File: config.mk
export PLATFORM = sky130hd
export DESIGN_NAME = lock_with_waiter_list_flat
export DESIGN_NICKNAME = d
export VERILOG_FILES = /design/src/rtl/core/lwl_pkg.sv /design/src/rtl/core/lwl_if.sv /design/src/rtl/core/lock_with_waiter_list.sv /design/src/rtl/core/lwl_cell.sv /design/src/flat_wrapper.sv
export SDC_FILE = /design/constraint.sdc
export NUM_CORES = 1
export LEC_CHECK = 0
export BUFFER_PORTS_ARGS = -buffer_cell sky130_fd_sc_hd__buf_2
export CAP_MARGIN = 15
export CORE_MARGIN = 3
export CORE_UTILIZATION = 30
export DETAILED_ROUTE_END_ITERATION = 8
export SLEW_MARGIN = 20
export SYNTH_ARGS = -nofsm -noshare
export SYNTH_HDL_FRONTEND = slang
export SYNTH_SLANG_ARGS = --single-unit
export TNS_END_PERCENT = 1
File: constraint.sdc
create_clock -name i_clk -period 4.4 [get_ports i_clk]
set_input_delay 0.22 -clock i_clk [delete_from_list [all_inputs] [get_ports i_clk]]
set_output_delay 0.22 -clock i_clk [all_outputs]
set_load 0.005 [all_outputs]
File: src/rtl/core/lwl_pkg.sv
// ----------------------------------------------------------------------------
// Lock with waiter list - package
// Shared widths, command codes, controller states and cell operations.
// ----------------------------------------------------------------------------
package lwl_pkg;

    localparam int CMD_BITS       = 2;
    localparam int REQ_BITS       = 8;
    localparam int NODE_BITS      = 8;
    localparam int WAIT_DEPTH_DEF = 16;
    localparam int ID_BITS_DEF    = 8;
    // Count width at the largest supported list depth (127).
    localparam int CNT_MAX_BITS   = 7;

    typedef enum logic [CMD_BITS-1:0] {
        CMD_ACQUIRE = 2'd0,
        CMD_RELEASE = 2'd1,
        CMD_RESERVE = 2'd2,
        CMD_CANCEL  = 2'd3
    } t_cmd;

    typedef enum logic [1:0] {
        S_IDLE,
        S_LOOK,
        S_EXEC,
        S_NOTE
    } t_state;

    typedef enum logic [1:0] {
        CELL_HOLD,
        CELL_APPEND,
        CELL_REMOVE,
        CELL_ROTATE
    } t_cell_op;

    typedef struct packed {
        t_cell_op                  op;
        logic [CNT_MAX_BITS-1:0]   count;
    } t_cell_ctrl;

endpackage

File: src/rtl/core/lwl_if.sv
// ----------------------------------------------------------------------------
// Lock with waiter list - channel interfaces
// Command channel and result channel, valid/ready handshake.
// ----------------------------------------------------------------------------
interface lwl_in_if import lwl_pkg::*; ();
    logic                valid;
    logic                ready;
    logic [CMD_BITS-1:0] command;
    logic [REQ_BITS-1:0] requester;

    modport source (output valid, command, requester, input ready);
    modport sink   (input valid, command, requester, output ready);
endinterface

interface lwl_out_if import lwl_pkg::*; ();
    logic                 valid;
    logic                 ready;
    logic                 kind;
    logic                 success;
    logic [NODE_BITS-1:0] node_id;
    logic                 overflow;
    logic                 last;

    modport source (output valid, kind, success, node_id, overflow, last, input ready);
    modport sink   (input valid, kind, success, node_id, overflow, last, output ready);
endinterface

File: src/rtl/core/lock_with_waiter_list.sv
// ----------------------------------------------------------------------------
// Lock with waiter list - top level
// A single lock with an ordered list of waiting requesters held in a row
// of cells.
// ----------------------------------------------------------------------------
// Usage:
//   i_in carries one command word (acquire, release, reserve, cancel) and a
//   requester id. o_out returns result words: one status word per command,
//   then, after a successful release, one notice word per waiter in list
//   order; last marks the final word of a command.
//   A command passes through the look and execute states before its status
//   word is registered; a release with N waiters then adds N notices, one
//   per cycle while the receiver takes them, as the cell row rotates by one
//   position per notice. The next command is accepted in the cycle after
//   the last word of the previous one is loaded.
//   Matches are taken in a registered compare across all cells.
//   A stalled receiver holds the output register; the controller waits and
//   no state changes until the word is taken.
//   Reset clears the lock, the holder and the list count; stored ids are
//   not cleared and are read only below the count.
// ----------------------------------------------------------------------------
module lock_with_waiter_list import lwl_pkg::*; #(
    parameter int WAIT_DEPTH = WAIT_DEPTH_DEF,
    parameter int ID_BITS    = ID_BITS_DEF
) (
    input  logic              i_clk,
    input  logic              i_rst_n,
    lwl_in_if.sink            i_in,
    lwl_out_if.source         o_out
);

    localparam int CNT_BITS = $clog2(WAIT_DEPTH + 1);

    t_state               r_state;
    t_state               n_state;
    t_cmd                 r_cmd;
    logic [ID_BITS-1:0]   r_key;
    logic [ID_BITS-1:0]   w_key_in;
    logic                 r_held;
    logic                 n_held;
    logic [ID_BITS-1:0]   r_holder;
    logic [ID_BITS-1:0]   n_holder;
    logic [CNT_BITS-1:0]  r_count;
    logic [CNT_BITS-1:0]  n_count;
    logic [CNT_BITS-1:0]  r_left;
    logic [CNT_BITS-1:0]  n_left;

    logic                 r_out_valid;
    logic                 r_out_kind;
    logic                 r_out_success;
    logic [ID_BITS-1:0]   r_out_id;
    logic                 r_out_ovf;
    logic                 r_out_last;
    logic                 w_load_out;
    logic                 w_out_kind;
    logic                 w_out_success;
    logic [ID_BITS-1:0]   w_out_id;
    logic                 w_out_ovf;
    logic                 w_out_last;

    logic                 w_free;
    logic                 w_accept;
    logic                 w_ok;
    logic                 w_ovf;
    logic                 w_notify;
    logic                 w_present;
    logic                 w_full;
    t_cell_op             w_op;
    t_cell_op             w_cell_op;
    t_cell_ctrl           w_ctrl;

    logic [ID_BITS-1:0]   w_id      [WAIT_DEPTH];
    logic [ID_BITS-1:0]   w_next_id [WAIT_DEPTH];
    logic [WAIT_DEPTH-1:0] w_match;
    logic [WAIT_DEPTH:0]  w_hit;

    assign w_free    = !r_out_valid || o_out.ready;
    assign i_in.ready = (r_state == S_IDLE);
    assign w_accept  = i_in.valid && i_in.ready;
    assign w_present = |w_match;
    assign w_full    = (r_count == CNT_BITS'(WAIT_DEPTH));

    // requester bits above ID_BITS are dropped, missing ones read as zero
    for (genvar b = 0; b < ID_BITS; b++) begin : g_key
        if (b < REQ_BITS) begin : g_bit
            assign w_key_in[b] = i_in.requester[b];
        end else begin : g_zero
            assign w_key_in[b] = 1'b0;
        end
    end

    for (genvar b = 0; b < NODE_BITS; b++) begin : g_node
        if (b < ID_BITS) begin : g_bit
            assign o_out.node_id[b] = r_out_id[b];
        end else begin : g_zero
            assign o_out.node_id[b] = 1'b0;
        end
    end

    assign o_out.valid    = r_out_valid;
    assign o_out.kind     = r_out_kind;
    assign o_out.success  = r_out_success;
    assign o_out.overflow = r_out_ovf;
    assign o_out.last     = r_out_last;

    // ---------------------------------------------------------------- cells
    assign w_ctrl.op    = w_cell_op;
    assign w_ctrl.count = CNT_MAX_BITS'(r_count);
    assign w_hit[0]     = 1'b0;

    for (genvar i = 0; i < WAIT_DEPTH; i++) begin : g_cell
        // the tail of the occupied run wraps to the head for rotation
        if (i + 1 < WAIT_DEPTH) begin : g_mid
            assign w_next_id[i] = (CNT_BITS'(i + 1) < r_count) ? w_id[i + 1] : w_id[0];
        end else begin : g_end
            assign w_next_id[i] = w_id[0];
        end

        lwl_cell #(
            .IDX     (i),
            .ID_BITS (ID_BITS)
        ) u_cell (
            .i_clk     (i_clk),
            .i_ctrl    (w_ctrl),
            .i_key     (r_key),
            .i_next_id (w_next_id[i]),
            .i_hit_in  (w_hit[i]),
            .o_id      (w_id[i]),
            .o_hit_out (w_hit[i + 1]),
            .o_match   (w_match[i])
        );
    end

    // ------------------------------------------------------------ decision
    always_comb begin
        w_ok     = 1'b0;
        w_ovf    = 1'b0;
        w_notify = 1'b0;
        n_held   = r_held;
        n_holder = r_holder;
        n_count  = r_count;
        w_op     = CELL_HOLD;
        unique case (r_cmd)
            CMD_ACQUIRE: begin
                if (!r_held) begin
                    w_ok     = 1'b1;
                    n_held   = 1'b1;
                    n_holder = r_key;
                end else if (!w_present) begin
                    if (w_full) begin
                        w_ovf = 1'b1;
                    end else begin
                        w_op    = CELL_APPEND;
                        n_count = r_count + 1'b1;
                    end
                end
            end
            CMD_RELEASE: begin
                if (r_held && (r_holder == r_key)) begin
                    w_ok     = 1'b1;
                    w_notify = 1'b1;
                    n_held   = 1'b0;
                end
            end
            CMD_RESERVE: begin
                if (!w_present) begin
                    if (w_full) begin
                        w_ovf = 1'b1;
                    end else begin
                        w_ok    = 1'b1;
                        w_op    = CELL_APPEND;
                        n_count = r_count + 1'b1;
                    end
                end
            end
            CMD_CANCEL: begin
                if (w_present) begin
                    w_ok    = 1'b1;
                    w_op    = CELL_REMOVE;
                    n_count = r_count - 1'b1;
                end
            end
            default: begin
                w_ok = 1'b0;
            end
        endcase
    end

    // ----------------------------------------------------------- next state
    always_comb begin
        n_state = r_state;
        unique case (r_state)
            S_IDLE: if (w_accept) n_state = S_LOOK;
            S_LOOK: n_state = S_EXEC;
            S_EXEC: begin
                if (w_free) begin
                    n_state = (w_notify && (r_count != '0)) ? S_NOTE : S_IDLE;
                end
            end
            S_NOTE: begin
                if (w_free && (r_left == CNT_BITS'(1))) n_state = S_IDLE;
            end
            default: n_state = S_IDLE;
        endcase
    end

    // -------------------------------------------------------------- outputs
    always_comb begin
        w_load_out    = 1'b0;
        w_out_kind    = 1'b0;
        w_out_success = 1'b0;
        w_out_id      = r_key;
        w_out_ovf     = 1'b0;
        w_out_last    = 1'b1;
        n_left        = r_left;
        unique case (r_state)
            S_IDLE, S_LOOK: begin
                w_load_out = 1'b0;
            end
            S_EXEC: begin
                w_load_out    = w_free;
                w_out_success = w_ok;
                w_out_ovf     = w_ovf;
                w_out_last    = !(w_notify && (r_count != '0));
                if (w_free) n_left = r_count;
            end
            S_NOTE: begin
                w_load_out = w_free;
                w_out_kind = 1'b1;
                w_out_id   = w_id[0];
                w_out_last = (r_left == CNT_BITS'(1));
                if (w_free) n_left = r_left - 1'b1;
            end
            default: begin
                w_load_out = 1'b0;
            end
        endcase
    end

    // hold the cells unless the controller commits a step this cycle
    always_comb begin
        w_cell_op = CELL_HOLD;
        if (w_free) begin
            if (r_state == S_EXEC) begin
                w_cell_op = w_op;
            end else if (r_state == S_NOTE) begin
                w_cell_op = CELL_ROTATE;
            end
        end
    end

    // ------------------------------------------------------------ registers
    always_ff @(posedge i_clk) begin
        if (!i_rst_n) begin
            r_state     <= S_IDLE;
            r_held      <= 1'b0;
            r_holder    <= '0;
            r_count     <= '0;
            r_left      <= '0;
            r_out_valid <= 1'b0;
        end else begin
            r_state <= n_state;
            r_left  <= n_left;
            // state changes only when the status word is loaded
            if ((r_state == S_EXEC) && w_free) begin
                r_held   <= n_held;
                r_holder <= n_holder;
                r_count  <= n_count;
            end
            if (w_load_out) begin
                r_out_valid <= 1'b1;
            end else if (o_out.ready) begin
                r_out_valid <= 1'b0;
            end
        end
    end

    always_ff @(posedge i_clk) begin
        if (w_accept) begin
            r_cmd <= t_cmd'(i_in.command);
            r_key <= w_key_in;
        end
        if (w_load_out) begin
            r_out_kind    <= w_out_kind;
            r_out_success <= w_out_success;
            r_out_id      <= w_out_id;
            r_out_ovf     <= w_out_ovf;
            r_out_last    <= w_out_last;
        end
    end

endmodule

File: src/rtl/core/lwl_cell.sv
// ----------------------------------------------------------------------------
// Lock with waiter list - list cell
// Holds one waiter id, takes the key on an append at its position, flags a
// key match and takes its next-id input when the list is compacted or rotated.
// ----------------------------------------------------------------------------
module lwl_cell import lwl_pkg::*; #(
    parameter int IDX     = 0,
    parameter int ID_BITS = ID_BITS_DEF
) (
    input  logic               i_clk,
    input  t_cell_ctrl         i_ctrl,
    input  logic [ID_BITS-1:0] i_key,
    input  logic [ID_BITS-1:0] i_next_id,
    input  logic               i_hit_in,
    output logic [ID_BITS-1:0] o_id,
    output logic               o_hit_out,
    output logic               o_match
);

    localparam logic [CNT_MAX_BITS-1:0] POS = CNT_MAX_BITS'(IDX);

    logic [ID_BITS-1:0] r_id;
    logic [ID_BITS-1:0] n_id;
    logic               r_match;
    logic               w_occ;

    assign w_occ     = POS < i_ctrl.count;
    assign o_id      = r_id;
    assign o_match   = r_match;
    assign o_hit_out = i_hit_in | r_match;

    always_comb begin
        n_id = r_id;
        case (i_ctrl.op)
            CELL_APPEND: begin
                if (POS == i_ctrl.count) n_id = i_key;
            end
            CELL_REMOVE: begin
                // close the gap: every cell at or past the hit takes its neighbor
                if (o_hit_out) n_id = i_next_id;
            end
            CELL_ROTATE: begin
                if (w_occ) n_id = i_next_id;
            end
            default: n_id = r_id;
        endcase
    end

    always_ff @(posedge i_clk) begin
        r_id    <= n_id;
        r_match <= w_occ && (r_id == i_key);
    end

endmodule

File: src/flat_wrapper.sv
// flat-port wrapper written by rule: the top's interface ports become plain ports
module lock_with_waiter_list_flat import lwl_pkg::*;
#(
    parameter int WAIT_DEPTH = WAIT_DEPTH_DEF,
    parameter int ID_BITS    = ID_BITS_DEF
)
  (i_clk, i_rst_n, i_in_valid, i_in_command, i_in_requester, i_in_ready, o_out_valid, o_out_kind, o_out_success, o_out_node_id, o_out_overflow, o_out_last, o_out_ready);
  lwl_in_if i_in_i ();
  lwl_out_if o_out_i ();
  input  logic i_clk;
  input  logic i_rst_n;
  input wire logic [$bits(i_in_i.valid)-1:0] i_in_valid;
  input wire logic [$bits(i_in_i.command)-1:0] i_in_command;
  input wire logic [$bits(i_in_i.requester)-1:0] i_in_requester;
  output wire logic [$bits(i_in_i.ready)-1:0] i_in_ready;
  output wire logic [$bits(o_out_i.valid)-1:0] o_out_valid;
  output wire logic [$bits(o_out_i.kind)-1:0] o_out_kind;
  output wire logic [$bits(o_out_i.success)-1:0] o_out_success;
  output wire logic [$bits(o_out_i.node_id)-1:0] o_out_node_id;
  output wire logic [$bits(o_out_i.overflow)-1:0] o_out_overflow;
  output wire logic [$bits(o_out_i.last)-1:0] o_out_last;
  input wire logic [$bits(o_out_i.ready)-1:0] o_out_ready;
  assign i_in_i.valid = i_in_valid;
  assign i_in_i.command = i_in_command;
  assign i_in_i.requester = i_in_requester;
  assign i_in_ready = i_in_i.ready;
  assign o_out_valid = o_out_i.valid;
  assign o_out_kind = o_out_i.kind;
  assign o_out_success = o_out_i.success;
  assign o_out_node_id = o_out_i.node_id;
  assign o_out_overflow = o_out_i.overflow;
  assign o_out_last = o_out_i.last;
  assign o_out_i.ready = o_out_ready;
  lock_with_waiter_list #(.WAIT_DEPTH(WAIT_DEPTH), .ID_BITS(ID_BITS)) u_core (.i_clk(i_clk), .i_rst_n(i_rst_n), .i_in(i_in_i), .o_out(o_out_i));
endmodule
* Yosys cells after proc, flatten, opt, wreduce, memory -nomap -nowiden
Index checks and enable logic that the tools add are counted.
Word-level totals: register bits after elaboration 188, bits of input ports 14, output and inout port bits 14, word-level logic and storage cells 369
Operators by class: $add $sub $neg 3, order comparisons 31, equality and inequality tests 98, multiplexer cells 119, bitwise operators 16, reduce and logical (&&, ||, !) cells 57
Operators by type and width (number):
- 2-to-1 mux 8 bit | 64
- one-hot mux 8 bit (3 select lines) | 16
- == test 8 bit | 17
- inequality test 2 bit (second input constant) | 49
- less-than comparator 4 x 5 -> 1 bit (first input constant) | 16
- AND reduction 4 bit | 17
- == test 4 x 5 -> 1 bit (first input constant) | 8
- less-than comparator 3 x 5 -> 1 bit (first input constant) | 8
- 2-to-1 mux 5 bit | 6
- logical AND 1 bit | 21
- == test 3 x 5 -> 1 bit (first input constant) | 4
- less-than comparator 2 x 5 -> 1 bit (first input constant) | 4
- 2-to-1 mux 2 bit | 9
- OR reduction 16 bit | 1
- less-than comparator 1 x 5 -> 1 bit (first input constant) | 3
- 2-to-1 mux 1 bit | 15
- OR 1 bit | 15
- one-hot mux 5 bit (3 select lines) | 1
- == test 2 bit (second input constant) | 6
- inequality test 2 x 1 -> 1 bit (second input constant) | 6
- AND reduction 3 bit | 4
- == test 2 x 5 -> 1 bit (first input constant) | 2
- one-hot mux 5 bit (2 select lines) | 1
- subtractor 5 x 1 -> 5 bit (second input constant) | 2
- other kinds (18) | 29

* Longest topological paths before layout
Gate-level depths: netlist of run 1.
depth after elaboration 17, gate-level depth with buffers 9, depth with buffers taken out 7

* Modules after synthesis
A second synthesis of run 1 with hierarchy kept.
Second synthesis, totals: cells, all modules 939, area, all modules 11848.9 µm²
Modules (own cells, without submodules):
- lock_with_waiter_list | instances 1, cells an instance 350, area each 3688.5 µm², sequential area each 1101.1 µm²
- lwl_cell at u_core.g_cell[13].u_cell ... | instances 2, cells an instance 36, area each 509.2 µm², sequential area each 260.2 µm²
- lwl_cell at u_core.g_cell[12].u_cell | instances 1, cells an instance 37, area each 531.8 µm², sequential area each 260.2 µm²
- lwl_cell at u_core.g_cell[10].u_cell | instances 1, cells an instance 38, area each 530.5 µm², sequential area each 260.2 µm²
- lwl_cell at u_core.g_cell[9].u_cell | instances 1, cells an instance 37, area each 528.0 µm², sequential area each 260.2 µm²
- lwl_cell at u_core.g_cell[4].u_cell | instances 1, cells an instance 37, area each 520.5 µm², sequential area each 260.2 µm²
- lwl_cell at u_core.g_cell[2].u_cell | instances 1, cells an instance 40, area each 516.7 µm², sequential area each 260.2 µm²
- lwl_cell at u_core.g_cell[15].u_cell | instances 1, cells an instance 36, area each 510.5 µm², sequential area each 260.2 µm²
- lwl_cell at u_core.g_cell[14].u_cell | instances 1, cells an instance 38, area each 508.0 µm², sequential area each 260.2 µm²
- lwl_cell at u_core.g_cell[11].u_cell | instances 1, cells an instance 37, area each 505.5 µm², sequential area each 260.2 µm²
- lwl_cell at u_core.g_cell[6].u_cell | instances 1, cells an instance 38, area each 503.0 µm², sequential area each 260.2 µm²
- lwl_cell at u_core.g_cell[8].u_cell | instances 1, cells an instance 37, area each 503.0 µm², sequential area each 260.2 µm²
- lwl_cell at u_core.g_cell[7].u_cell | instances 1, cells an instance 35, area each 498.0 µm², sequential area each 260.2 µm²
- lwl_cell at u_core.g_cell[0].u_cell | instances 1, cells an instance 35, area each 496.7 µm², sequential area each 260.2 µm²
- 2 more rows

* Worst setup path before layout of run 1
OpenSTA, ideal clock, no wires.
path kind register to register, start register u_core.g_cell[8].u_cell.r_match, end register u_core.g_cell[15].u_cell.r_id[0], enable pin, setup time 0.387 ns, arrival 2.711 ns, required time 4.013 ns, path slack 1.302 ns, stages on the path, launching flop included 8, path buffers 2, clock period less this slack 3.098 ns, cells stage by stage dfxtp_1 > or4_1 > buf_2 > or4_1 > buf_2 > o221ai_2 > nand3_1 > o31ai_1
On the way: cells in the longest elaborated chain, start to end 10, elaborated cells between the ends (all ways) 23, those cells by class eq/ne (6); mux (6); bitwise (8); reduce/logical (3)
Ends and longest elaborated chain:
- start: declaration | line lwl_cell.sv:24 | logic r_match;
- start signal: assignment | line lwl_cell.sv:51 | r_match <= w_occ && (r_id == i_key);
- branches (longest 9 deep; another with OR reduction 16 bit)
- AND reduction 4 bit (no source line) *
- end signal: assignment | line lwl_cell.sv:50 | r_id <= n_id;
- end: declaration | line lwl_cell.sv:22 | logic [ID_BITS-1:0] r_id;
Every way passes the cells marked *. A chain may end at the register's enable or synchronous reset.

* Worst setup path after layout of run 1
start register u_core.g_cell[8].u_cell.r_match, end register u_core.g_cell[2].u_cell.r_id[1], enable pin
On the way: cells in the longest elaborated chain, start to end 9, elaborated cells between the ends (all ways) 15, those cells by class eq/ne (6); mux (6); reduce/logical (3)
Ends and longest elaborated chain:
- OR reduction 16 bit * | line lock_with_waiter_list.sv:80 | assign w_present = |w_match;
- 2-to-1 mux 1 bit | line lock_with_waiter_list.sv:166 | if (!w_present) begin
- 2-to-1 mux 2 bit | line lock_with_waiter_list.sv:145 | if (!r_held) begin
- one-hot mux 2 bit (3 select lines) * | line lock_with_waiter_list.sv:143 | unique case (r_cmd)
- 2-to-1 mux 2 bit * | line lock_with_waiter_list.sv:244 | if (r_state == S_EXEC) begin
- 2-to-1 mux 2 bit * | line lock_with_waiter_list.sv:243 | if (w_free) begin
- == test 2 x 1 -> 1 bit or == test 2 bit (tied branches) | line lwl_cell.sv:34 | case (i_ctrl.op)
- inequality test 2 bit (no source line) or nonzero test 3 bit (tied branches)
- AND reduction 4 bit (no source line) *
- end signal: assignment | line lwl_cell.sv:50
- end: declaration | line lwl_cell.sv:22
Mark *: on every way between the ends. The rest lies on a longest branch, timed or not.

==> results of run 1 <==
metal layers:
| metal | vias up | track usage (%) |
|---|---|---|
| li1 | 3910 | - |
| met3 | 51 | 2.94 |
| met4 | 0 | 5.79 |
| met1 | 4124 | 22.5 |
| met2 | 348 | 26.1 |
| met5 | - | 0 |
through the flow:
step / hold WS (ns) / setup WS, ns / area (um2)
2_1_floorplan: 0.319 / 1.30 / 10500
3_3_place_gp: 0.397 / 0.836 / 11000
3_5_place_dp: 0.398 / 0.794 / 11000
4_1_cts: 0.104 / 0.785 / 11700
5_1_grt: 0.103 / 0.675 / 11700
6_report: 0.116 / 0.751 / 11700
flip-flops by register name, indices dropped and copies added, names as in the netlist:
| name | flops |
|---|---|
| u_core.r_holder | 8 |
| u_core.o_out.success | 1 |
| u_core.r_held | 1 |
| u_core.o_out.last | 1 |
| u_core.r_cmd | 2 |
| u_core.r_state | 2 |
| u_core.r_key | 8 |
| u_core.o_out.kind | 1 |
| u_core.r_count | 5 |
| u_core.g_cell.u_cell.o_id | 128 |
| u_core.r_left | 5 |
| u_core.g_cell.u_cell.o_match | 16 |
| u_core.o_out.node_id | 8 |
| u_core.o_out.valid | 1 |
| u_core.o_out.overflow | 1 |
cell type report:
cell class	instances	area, um2	area share [%]
repair buffers	62	423	3.62
inverters	9	33.8	0.289
clock inverters	13	125	1.07
flip-flops and latches	188	5270	45.0
clock buffers	18	429	3.67
well taps	448	561	4.79
multi-input cells	810	4860	41.6
cells by family after synthesis:
| family | count (synthesis) | synth area share (%) |
|---|---|---|
| buffers and inverters | 98 | 3.72 |
| AOI/OAI and AO/OA | 202 | 12.3 |
| xor gates and xnor gates | 139 | 11.6 |
| and+or+nand+nor | 428 | 18.2 |
| muxes | 34 | 3.33 |
| adders and majority gates | 7 | 0.833 |
| DFF | 188 | 50.1 |
worst reg2reg max path, stage by stage, from the launching register on:
cell	delay (ns)
dfxtp_1	0.34
or4_1	0.66
or4_1	0.73
o221a_4	0.54
or4_1	0.62
o21ai_1	0.40
what timing repair did:
action	in CTS	in global routing
endpoints found under the setup margin	0	0
endpoints found under the hold margin	10	0
hold buffers	10	0
power groups by stage:
| stage | logic (mW) | clock network [mW] | registers, mW |
|---|---|---|---|
| 3_5_place_dp | 0.472 | 0 | 2.09 |
| 2_1_floorplan | 0.361 | 0 | 2.04 |
| 6_report | 0.485 | 1.51 | 2.06 |
| 3_3_place_gp | 0.465 | 0 | 2.09 |
| 4_1_cts | 0.481 | 1.52 | 2.05 |
| 5_1_grt | 0.530 | 1.59 | 2.06 |
cell usage after synthesis (3+ instances only):
library cell    n
mux2i_1        26
xor2_1         39
clkbuf_1       44
and2_1          5
edfxtp_1      150
buf_2          13
o21ai_0        17
nor4_1         16
inv_1           9
ha_1            7
or3_1           6
o221ai_1        4
or4_1           5
buf_1          31
dfxtp_1        38
nand3_1        21
nand2_1       264
and3_1          6
nand4_1        28
nor3_1         26
or2_2           3
xnor2_1       100
mux2_2          8
nor2_2          8
nand2b_1        5
a21oi_1        43
a31oi_1       102
nor2_1         28
a21o_1          5
path summary, 6_finish.rpt:
kind,startpoint,end
max,u_core.g_cell[8].u_cell.o_match,u_core.g_cell[2].u_cell.o_id[1]
min,i_rst_n,u_core.r_count[3]
max reg2reg,u_core.g_cell[8].u_cell.o_match,u_core.g_cell[2].u_cell.o_id[1]
min reg2reg,u_core.r_left[3],u_core.r_left[3]
==> summary.md, run 1 <==
| Metric | Value |
|---|---|
| Status | `finished clean` |
| Number of max-cap violations | `0` |
| Final setup violation count | `0` |
| TNS Setup | `0 ns` |
| Fmax | `274 MHz` |
| Flop-to-flop setup slack | `0.75 ns` |
| Final Hold Fails | `0` |
| Synth cell types | `59` |
| Period utilization | `82.9%` |
| Sequential share of the synthesized area | `50.1%` |
| Crit path cell chain | `or4_1 > or4_1 > o221a_4 > or4_1 > o21ai_1` |
| 1st-pass router iterations | `6` |
| Vias | `8433` |
| CP Launch Type | `flop` |
| Combinational Power Share | `12.0%` |
| RSZ-0062 raised after global routing | `no` |
| Synthesized area per cell | `9.59 um2` |
| Inserted Diodes | `0` |
| Number of flops mapped to enable cells by yosys | `150` |
| CTS buffer count | `17` |
| Crit path time final | `3.65 ns` |
| Final HPWL DP | `20900 um` |
| # clock sinks | `188` |
| Core box area | `34000 um2` |
| Post-synthesis cell count | `1096` |
| Clk buf depth | `2` |
| YS warnings | `0` |
| Setup Fix Bufs, Post-CTS | `0` |
| Max stage delay on crit path | `0.73 ns` |
| Hold crit path type | `input port to flop` |
| Metal-1 WL | `13900 um` |
| CP endpoint kind | `flop` |
| Ys flop type | `edfxtp_1` |
| Fillers | `3455` |
| Worst path depth | `5` |
| Drt initial violations | `949` |
| Synth Register Bits | `188` |
| Post-synth top area share | `42.8%` |
| Hold Path Cell Cnt | `3` |
| Post-Route WL | `31400 um` |
| Worst Path Class, Setup | `flop to flop` |
| Power, Total | `4.05 mW` |
| Synthesized net count | `1117` |
| Pins Over Slew Limit | `0` |
| Peak VDD IR | `0.000244 V` |
| CTS tree | `done` |
| Power share of the clock group | `37.3%` |
| Worst slew margin | `26.0%` |
| Initial antenna violation count | `0` |
| Die ar. | `37300 um2` |
| Worst Tran Pin Value | `1.11 ns` |
| Delay-heaviest family, CP | `simple AND/OR/NAND/NOR gates` |
| Clock Tree Root | `clkbuf_16` |
| Routed wl met2 | `14400 um` |
| Post-CTS sizing | `0` |
| Global-route wire length before repair | `48600 um` |
| Placer Congestion | `0.944` |
| Flop pwr share | `50.8%` |
| Die Ht | `193 um` |
| Total gr overflow | `0` |
| Fraction of layout cells with a size suffix above 1 | `9.36%` |
| Clk_lat worst skew | `0.44 ns` |
| Die Wd | `193 um` |
| R2R depth | `5` |
| Synth async-reset ratio | `0%` |
| Placed Cells | `1507` |
| Number of global-route vias before repair | `8090` |
| Post-route ant nets | `0` |
| Total power divided by cell area | `346 nW/um2` |
| Met3 WL | `2140 um` |
| Critical path's most frequent cell | `or4_1` |
| Drt wl/cell | `20.3 um` |
| Final cell count without fillers | `1548` |
| Most frequent cells in the layout | `nand2_1 (264), edfxtp_1 (150), a31oi_1 (102)` |
| P&R area growth vs syn | `11.2%` |
| Area leader, netlist | `edfxtp_1` |
| I/O pin count | `28` |
| H-Tree Depth | `4` |
| Pin count of the biggest net entering global routing | `52` |
| CP bufs+invs | `0` |
| Synth area leaders | `edfxtp_1 (43%), nand2_1 (9.4%), xnor2_1 (8.3%), dfxtp_1 (7.2%), a31oi_1 (6.1%)` |
| Required time worst endpoint | `4.47 ns` |
| DRC Markers | `0` |
| Static leakage | `4.02 nW` |
| Commonest non-fill, non-tap cell in the layout | `nand2_1` |
| # nets final | `1109` |
| Sw Share | `26.1%` |
| Gr usage total | `16.4%` |
| Final core utilization | `34.4%` |
| DR top layer | `met4` |
| Net Sw Power | `1.06 mW` |
| CTS clk-pin slew, worst paths | `0.07 ns` |
| PortBufs | `27` |
| Rows | `67` |
| CP max-delay cell | `or4_1` |
| Initial Util | `30.9%` |
| Pint | `2.99 mW` |
| Max FO, Critical Path | `51` |
| Vias per cell | `5.45` |
| Post-synthesis cell area | `10500 um2` |
| Worst Skew | `0.0140 ns` |
| Data arrival time of the worst path | `3.72 ns` |
No activity file was read; power rests on OpenSTA's default activity.
==> run 2, diff against run 1 <==
ABC_AREA = 1   (was unset)
clock period = 3.1 ns   (was 4.4 ns; I/O delays follow)
==> run 2 against run 1 <==
  * Synthesized area rose by 2.8%
  * Final cell count rose by 12%
  * Global-route usage rose by 1.9 points
  * Non-clock buffer count rose by 8
  * Combinational power rose to 4.3 times the previous value
  * Die area rose by 2.7%
  * Synthesized cell count rose by 14%
==> summary.md, run 2 <==
| Metric | Value |
|---|---|
| Total gr overflow | `0 (unchanged)` |
| Static leakage | `4.46 nW (+11%)` |
| CTS buffer count | `17 (unchanged)` |
| Die ar. | `38400 um2 (+2.7%)` |
| Placed Cells | `1685 (+12%)` |
| Number of flops mapped to enable cells by yosys | `150 (unchanged)` |
| Most common cell in the netlist | `o21ai_0` |
| Status | `finished clean` |
| Clk_lat worst skew | `0.44 ns (about the same)` |
| Worst slew margin | `24.8% (-1.2 points)` |
| Max reg flops | `128 (unchanged)` |
| Power, Total | `7.59 mW (+87%)` |
| Fmax | `365 MHz (+33%)` |
| Required time worst endpoint | `3.17 ns (-1.30 ns)` |
| Cts hold-fix bufs | `10 (unchanged)` |
| Setup Fix Bufs, Post-CTS | `0 (unchanged)` |
| Hold crit path type | `input port to flop` |
| Final core utilization | `34.4% (about the same)` |
| Gr usage total | `18.3% (+1.9 points)` |
| Post-route ant nets | `0 (unchanged)` |
| DRC Markers | `0 (unchanged)` |
| # clock sinks | `188 (unchanged)` |
| Initial Util | `30.8% (-0.048 points)` |
| CP Launch Type | `flop` |
| Pre-CTS WS | `0.421 ns (-0.373 ns)` |
| Worst Path Class, Setup | `flop to flop` |
| # nets final | `1280 (+15%)` |
| Number of global-route vias before repair | `8543 (+5.6%)` |
| Period utilization | `88.4% (+5.5 points)` |
| Final Instance Area | `12000 um2 (+3.0%)` |
| PortBufs | `27 (unchanged)` |
| Pin count of the biggest net entering global routing | `58 (+12%)` |
| P&R area growth vs syn | `11.4%` |
| Die Wd | `196 um (+1.4%)` |
| Final setup violation count | `0 (unchanged)` |
| Post-synthesis cell area | `10800 um2 (+2.8%)` |
| Pins Over Slew Limit | `0 (unchanged)` |
| Total power divided by cell area | `630 nW/um2 (+82%)` |
| Final HPWL DP | `24000 um (+15%)` |
| Die Ht | `196 um (+1.4%)` |
| Global-route wire length before repair | `52900 um (+8.8%)` |
| Placer Congestion | `1.02 (+8.3%)` |
| RSZ-0062 raised after global routing | `no` |
| Clk buf depth | `2 (unchanged)` |
| Fraction of layout cells with a size suffix above 1 | `11.2% (+1.9 points)` |
| CTS tree | `done` |
| Commonest non-fill, non-tap cell in the layout | `o21ai_0` |
| YS warnings | `0 (unchanged)` |
| Synthesized area per cell | `8.69 um2 (-9.5%)` |
| Tightest hold margin | `0.0721 ns (-0.0442 ns)` |
| Drt initial violations | `1100 (+16%)` |
| Synth cell types | `47 (-20%)` |
| Synth area leaders | `edfxtp_1 (42%), o21ai_0 (9.9%), nand2_1 (7.4%), dfxtp_1 (7.0%), xor2_1 (6.1%)` |
| Clock Tree Root | `clkbuf_16` |
| H-Tree Depth | `4 (unchanged)` |
| I/O pin count | `28 (unchanged)` |
| Final worst slack | `0.359 ns (-0.392 ns)` |
| Initial antenna violation count | `1 (+1)` |
| Post-synthesis cell count | `1245 (+14%)` |
| Area after DPL | `11400 um2 (+3.3%)` |
| TNS Setup | `0 ns (unchanged)` |
| Post-synth top area share | `41.7% (-1.2 points)` |
| CTS clk-pin slew, worst paths | `0.07 ns (about the same)` |
| Ys flop type | `edfxtp_1` |
| Vias | `9131 (+8.3%)` |
| Post-Route WL | `35600 um (+14%)` |
| Crit path time final | `2.74 ns (-0.908 ns)` |
| Vias per cell | `5.29 (-2.9%)` |
| Final cell count without fillers | `1727 (+12%)` |
| Synthesized net count | `1266 (+13%)` |
| Final Hold Fails | `0 (unchanged)` |
| Number of max-cap violations | `0 (unchanged)` |
| Worst Tran Pin Value | `1.13 ns (+0.0185 ns)` |
| Synth top cells by count | `o21ai_0 (214), nand2_1 (213), edfxtp_1 (150), nor2_1 (113), xor2_1 (75)` |
| Worst Skew | `0.0118 ns (-0.00224 ns)` |
| Max FO, Critical Path | `15 (-71%)` |
| Inserted Diodes | `0 (unchanged)` |
| Drt wl/cell | `20.6 um (+1.8%)` |
| Rows | `68 (+1.5%)` |
| Peak VDD IR | `0.000394 V (+62%)` |
| Data arrival time of the worst path | `2.81 ns (-0.91 ns)` |
| Area leader, netlist | `edfxtp_1` |
| 1st-pass router iterations | `6 (unchanged)` |
| Most frequent cells in the layout | `o21ai_0 (214), nand2_1 (213), edfxtp_1 (150)` |
| CP endpoint kind | `flop` |
| Core box area | `35100 um2 (+3.0%)` |
| Sequential share of the synthesized area | `48.7% (-1.4 points)` |
| Synth Register Bits | `188 (unchanged)` |
| Post-CTS sizing | `0 (unchanged)` |
| Synth async-reset ratio | `0% (unchanged)` |
## run 2: changes by cell type in the layout (fill, tap and decap cells not counted), moves of 35 or more
cell	delta
o21ai_0	+198
nor2_1	+86
inv_1	+63
a31oi_1	-102
o21ai_1	+35
xor2_1	+36
xnor2_1	-62
nand2_1	-51
## run 2: path summary, 6_finish.rpt
path	startpoint	to	slack (ns)	cells past startpoint
worst max-delay path	u_core.r_count[0]	u_core.g_cell[15].u_cell.o_id[3]	0.36	9
worst min-delay path	i_in_valid	u_core.r_state[1]	0.07	5
worst max register to register	u_core.r_count[0]	u_core.g_cell[15].u_cell.o_id[3]	0.36	9
worst min register to register	u_core.r_left[4]	u_core.r_left[4]	0.49	2
## run 2: cells by family after synthesis
logic type | Yosys count | synth area share, %
flip-flops | 188 | 48.7
AND/OR/NAND/NOR | 443 | 18.2
buffers and inverters | 161 | 6.57
adder cells (fa/ha/maj) | 7 | 0.810
XOR/XNOR | 113 | 9.15
AO/OA/AOI/OAI | 333 | 16.6
## run 2: worst max-delay path, cell delays in order (launching register included)
cell,delay (ns)
dfxtp_1,0.33
inv_1,0.15
ha_1,0.28
nand3_1,0.13
nand4_1,0.12
nand2_2,0.16
nand2_4,0.16
nand2_1,0.23
nand2_1,0.12
a21oi_1,0.66
## run 2: power by group
| group | total, mW | leakage, nW | internal [mW] | switching, mW |
|---|---|---|---|---|
| logic | 2.09 | 2.53 | 0.654 | 1.43 |
| clock network | 2.09 | 0.261 | 1.09 | 1.01 |
| registers | 3.41 | 1.67 | 3.12 | 0.288 |
| total | 7.59 | 4.46 | 4.86 | 2.73 |
## run 2: area by class of cell
class                      instances  area [um2]
timing repair buffer              70         508
sequential                       188        5270
clock inverter                    10        81.3
clock buffer                      22         465
tap                              455         569
fill                            3614       23000
inverter                          86         323
multi-input combinational        896        4840
## run 2: metal layers
layer | vias up | track usage [%] | part of all wire (%)
li1 | 4260 | - | -
met1 | 4273 | 24.4 | 41
met2 | 495 | 27.3 | 43
met3 | 101 | 5.03 | 11
met4 | 2 | 8.90 | 4.5
met5 | - | 0 | 0.020
==> run 3, diff against run 2 <==
ABC_AREA = unset   (was 1)
==> run 3 against run 2 <==
  * Routed wire length fell by 3.8%
  * Combinational power fell by 61%
  * Clock power barely moved
  * Sequential cell count did not move
  * Critical path type unchanged
==> summary.md, run 3 (synthesized netlist as in run 1, its figures left out) <==
| Metric | Value |
|---|---|
| Reg2reg end | `u_core.g_cell[14].u_cell.o_id[4]` |
| FF/Latch Area | `5270 um2 (unchanged)` |
| Fraction of layout cells with a size suffix above 1 | `13.1% (+1.9 points)` |
| Power, Total | `5.76 mW (-24%)` |
| Clk_lat worst skew | `0.44 ns (about the same)` |
| CTS buffer count | `17 (unchanged)` |
| Fillers | `3412 (-5.6%)` |
| Crit path time final | `3.00 ns (+0.260 ns)` |
| R2r startpoint | `u_core.g_cell[8].u_cell.o_match` |
| Data arrival time of the worst path | `3.08 ns (+0.27 ns)` |
| Flop-to-flop setup slack | `0.1 ns (-0.26 ns)` |
| Max FO, Critical Path | `23 (+8)` |
| Drt wl/cell | `21.5 um (+4.0%)` |
| Worst Path Class, Setup | `flop to flop` |
| Hold endpoint | `u_core.r_count[3]` |
| PortBufs | `27 (unchanged)` |
| CP endpoint kind | `flop` |
| Worst Tran Pin Value | `1.07 ns (-0.0580 ns)` |
| Die Ht | `193 um (-1.3%)` |
| # clock sinks | `188 (unchanged)` |
| Most frequent cells in the layout | `nand2_1 (264), edfxtp_1 (150), a31oi_1 (102)` |
| P&R area growth vs syn | `15.1%` |
| TNS Setup | `0 ns (unchanged)` |
| 1st-pass router iterations | `6 (unchanged)` |
| Final Hold Fails | `0 (unchanged)` |
| CTS tree | `done` |
| Clock Tree Root | `clkbuf_16` |
| RSZ-0062 raised after global routing | `no` |
| Post-Route WL | `34300 um (-3.8%)` |
| Required time worst endpoint | `3.18 ns (about the same)` |
| Total power divided by cell area | `476 nW/um2 (-24%)` |
| I/O pin count | `28 (unchanged)` |
| Final HPWL DP | `23300 um (-2.9%)` |
| Peak VDD IR | `0.000261 V (-34%)` |
| Die Wd | `193 um (-1.3%)` |
| Rows | `67 (-1.5%)` |
| # nets final | `1157 (-9.6%)` |
| Clk buf depth | `2 (unchanged)` |
| Post-route ant nets | `0 (unchanged)` |
| Number of max-cap violations | `0 (unchanged)` |
| Worst Skew | `0.0106 ns (-0.00117 ns)` |
| Area of the multi-input gates | `4870 um2 (+0.70%)` |
| Final core utilization | `35.6% (+1.2 points)` |
| Initial antenna violation count | `0 (-1)` |
| Static leakage | `4.28 nW (-4.0%)` |
| Gr usage total | `17.7% (-0.55 points)` |
| HP Start | `i_rst_n` |
| Final setup violation count | `0 (unchanged)` |
| DRC Markers | `0 (unchanged)` |
| Drt initial violations | `1187 (+7.9%)` |
| Pin count of the biggest net entering global routing | `74 (+28%)` |
| Fmax | `333 MHz (-8.7%)` |
| Worst slew margin | `28.6% (+3.9 points)` |
| CTS clk-pin slew, worst paths | `0.07 ns (about the same)` |
| Commonest non-fill, non-tap cell in the layout | `nand2_1` |
| Global-route wire length before repair | `51700 um (-2.2%)` |
| Max reg flops | `128 (unchanged)` |
| Placer Congestion | `0.970 (-5.1%)` |
| R2R depth | `5 (-4)` |
| Vias | `8801 (-3.6%)` |
| Hold crit path type | `input port to flop` |
| Status | `finished clean` |
| H-Tree Depth | `4 (unchanged)` |
| Period utilization | `96.8% (+8.4 points)` |
| Total gr overflow | `0 (unchanged)` |
| Vias per cell | `5.51 (+4.2%)` |
| Hold Path Cell Cnt | `3 (-2)` |
| Number of global-route vias before repair | `8444 (-1.2%)` |
| CP Launch Type | `flop` |
| Pins Over Slew Limit | `0 (unchanged)` |
| Core box area | `34000 um2 (-2.9%)` |
| Die ar. | `37300 um2 (-2.7%)` |
| Initial Util | `30.9% (+0.048 points)` |
| Inserted Diodes | `0 (unchanged)` |
| Critical Path Start | `u_core.g_cell[8].u_cell.o_match` |
==> run 3: cell types whose count changed in the layout (fill, tap and decap cells not counted), sizes merged, moves of 8 or more <==
cell / before / now
xnor2: 38 / 100
a21oi: 51 / 43
nor2: 127 / 36
nor3: 17 / 26
a31oi: 0 / 102
nand4: 14 / 28
xor2: 75 / 39
mux2: 0 / 8
buf: 60 / 100
mux2i: 0 / 26
nand2: 227 / 264
inv: 84 / 10
o21ai: 261 / 19
==> run 3: per-layer routing <==
metal	vias up	global-route usage, %	part of all wire, %
li1	4020	-	-
met1	4231	25.0	42
met2	476	27.2	44
met3	74	3.17	9.8
met4	0	6.64	3.4
met5	-	0	0
==> run 3: through the flow <==
stage / hold slack [ns] / instances / setup slack [ns] / area, um2
floorplan: 0.254 / 1096 / 0.00206 / 10500
global placement: 0.335 / 1555 / 0.113 / 11500
detailed placement: 0.333 / 1555 / 0.0521 / 11500
CTS: 0.0416 / 1597 / 0.0516 / 12100
global route: 0.0715 / 1597 / 0.0186 / 12100
finish: 0.0520 / 1597 / 0.0986 / 12100
==> run 3: power breakdown <==
part,internal (mW),leakage [nW],switching (mW)
combinational,0.308,2.36,0.504
clock,1.10,0.262,0.969
sequential,2.81,1.66,0.0672
total,4.22,4.28,1.54
==> run 3: timing repair <==
item                       4_1_cts  5_1_grt
setup endpoints to repair        0       32
resized for setup                0        3
hold endpoints to repair        10        0
buffers inserted                 0        0
hold buffers                    10        0
==> run 3: worst max-delay path, cell delays in order (launching register included) <==
cell,delay [ns]
dfxtp_1,0.35
or4_1,0.58
or4_1,0.58
o221a_4,0.36
nor4b_2,0.30
o32a_1,0.47
==> run 3: final cells by class <==
cell class,count,area share (%)
Timing Repair Buffer,110,6.92
Tap cell,448,4.63
Sequential cell,188,43.5
Clock inverter,12,0.817
Clock buffer,20,3.61
Multi-Input combinational cell,810,40.2
Inverter,9,0.279
==> run 3: worst max path at each step <==
stage                                             endpoint  slack [ns]
after floorplan           u_core.g_cell[15].u_cell.o_id[0]       0.002
after global placement    u_core.g_cell[11].u_cell.o_id[0]        0.11
after detailed placement  u_core.g_cell[11].u_cell.o_id[4]        0.05
after CTS                 u_core.g_cell[11].u_cell.o_id[3]        0.05
after global routing       u_core.g_cell[2].u_cell.o_id[1]        0.02
final                     u_core.g_cell[14].u_cell.o_id[4]         0.1
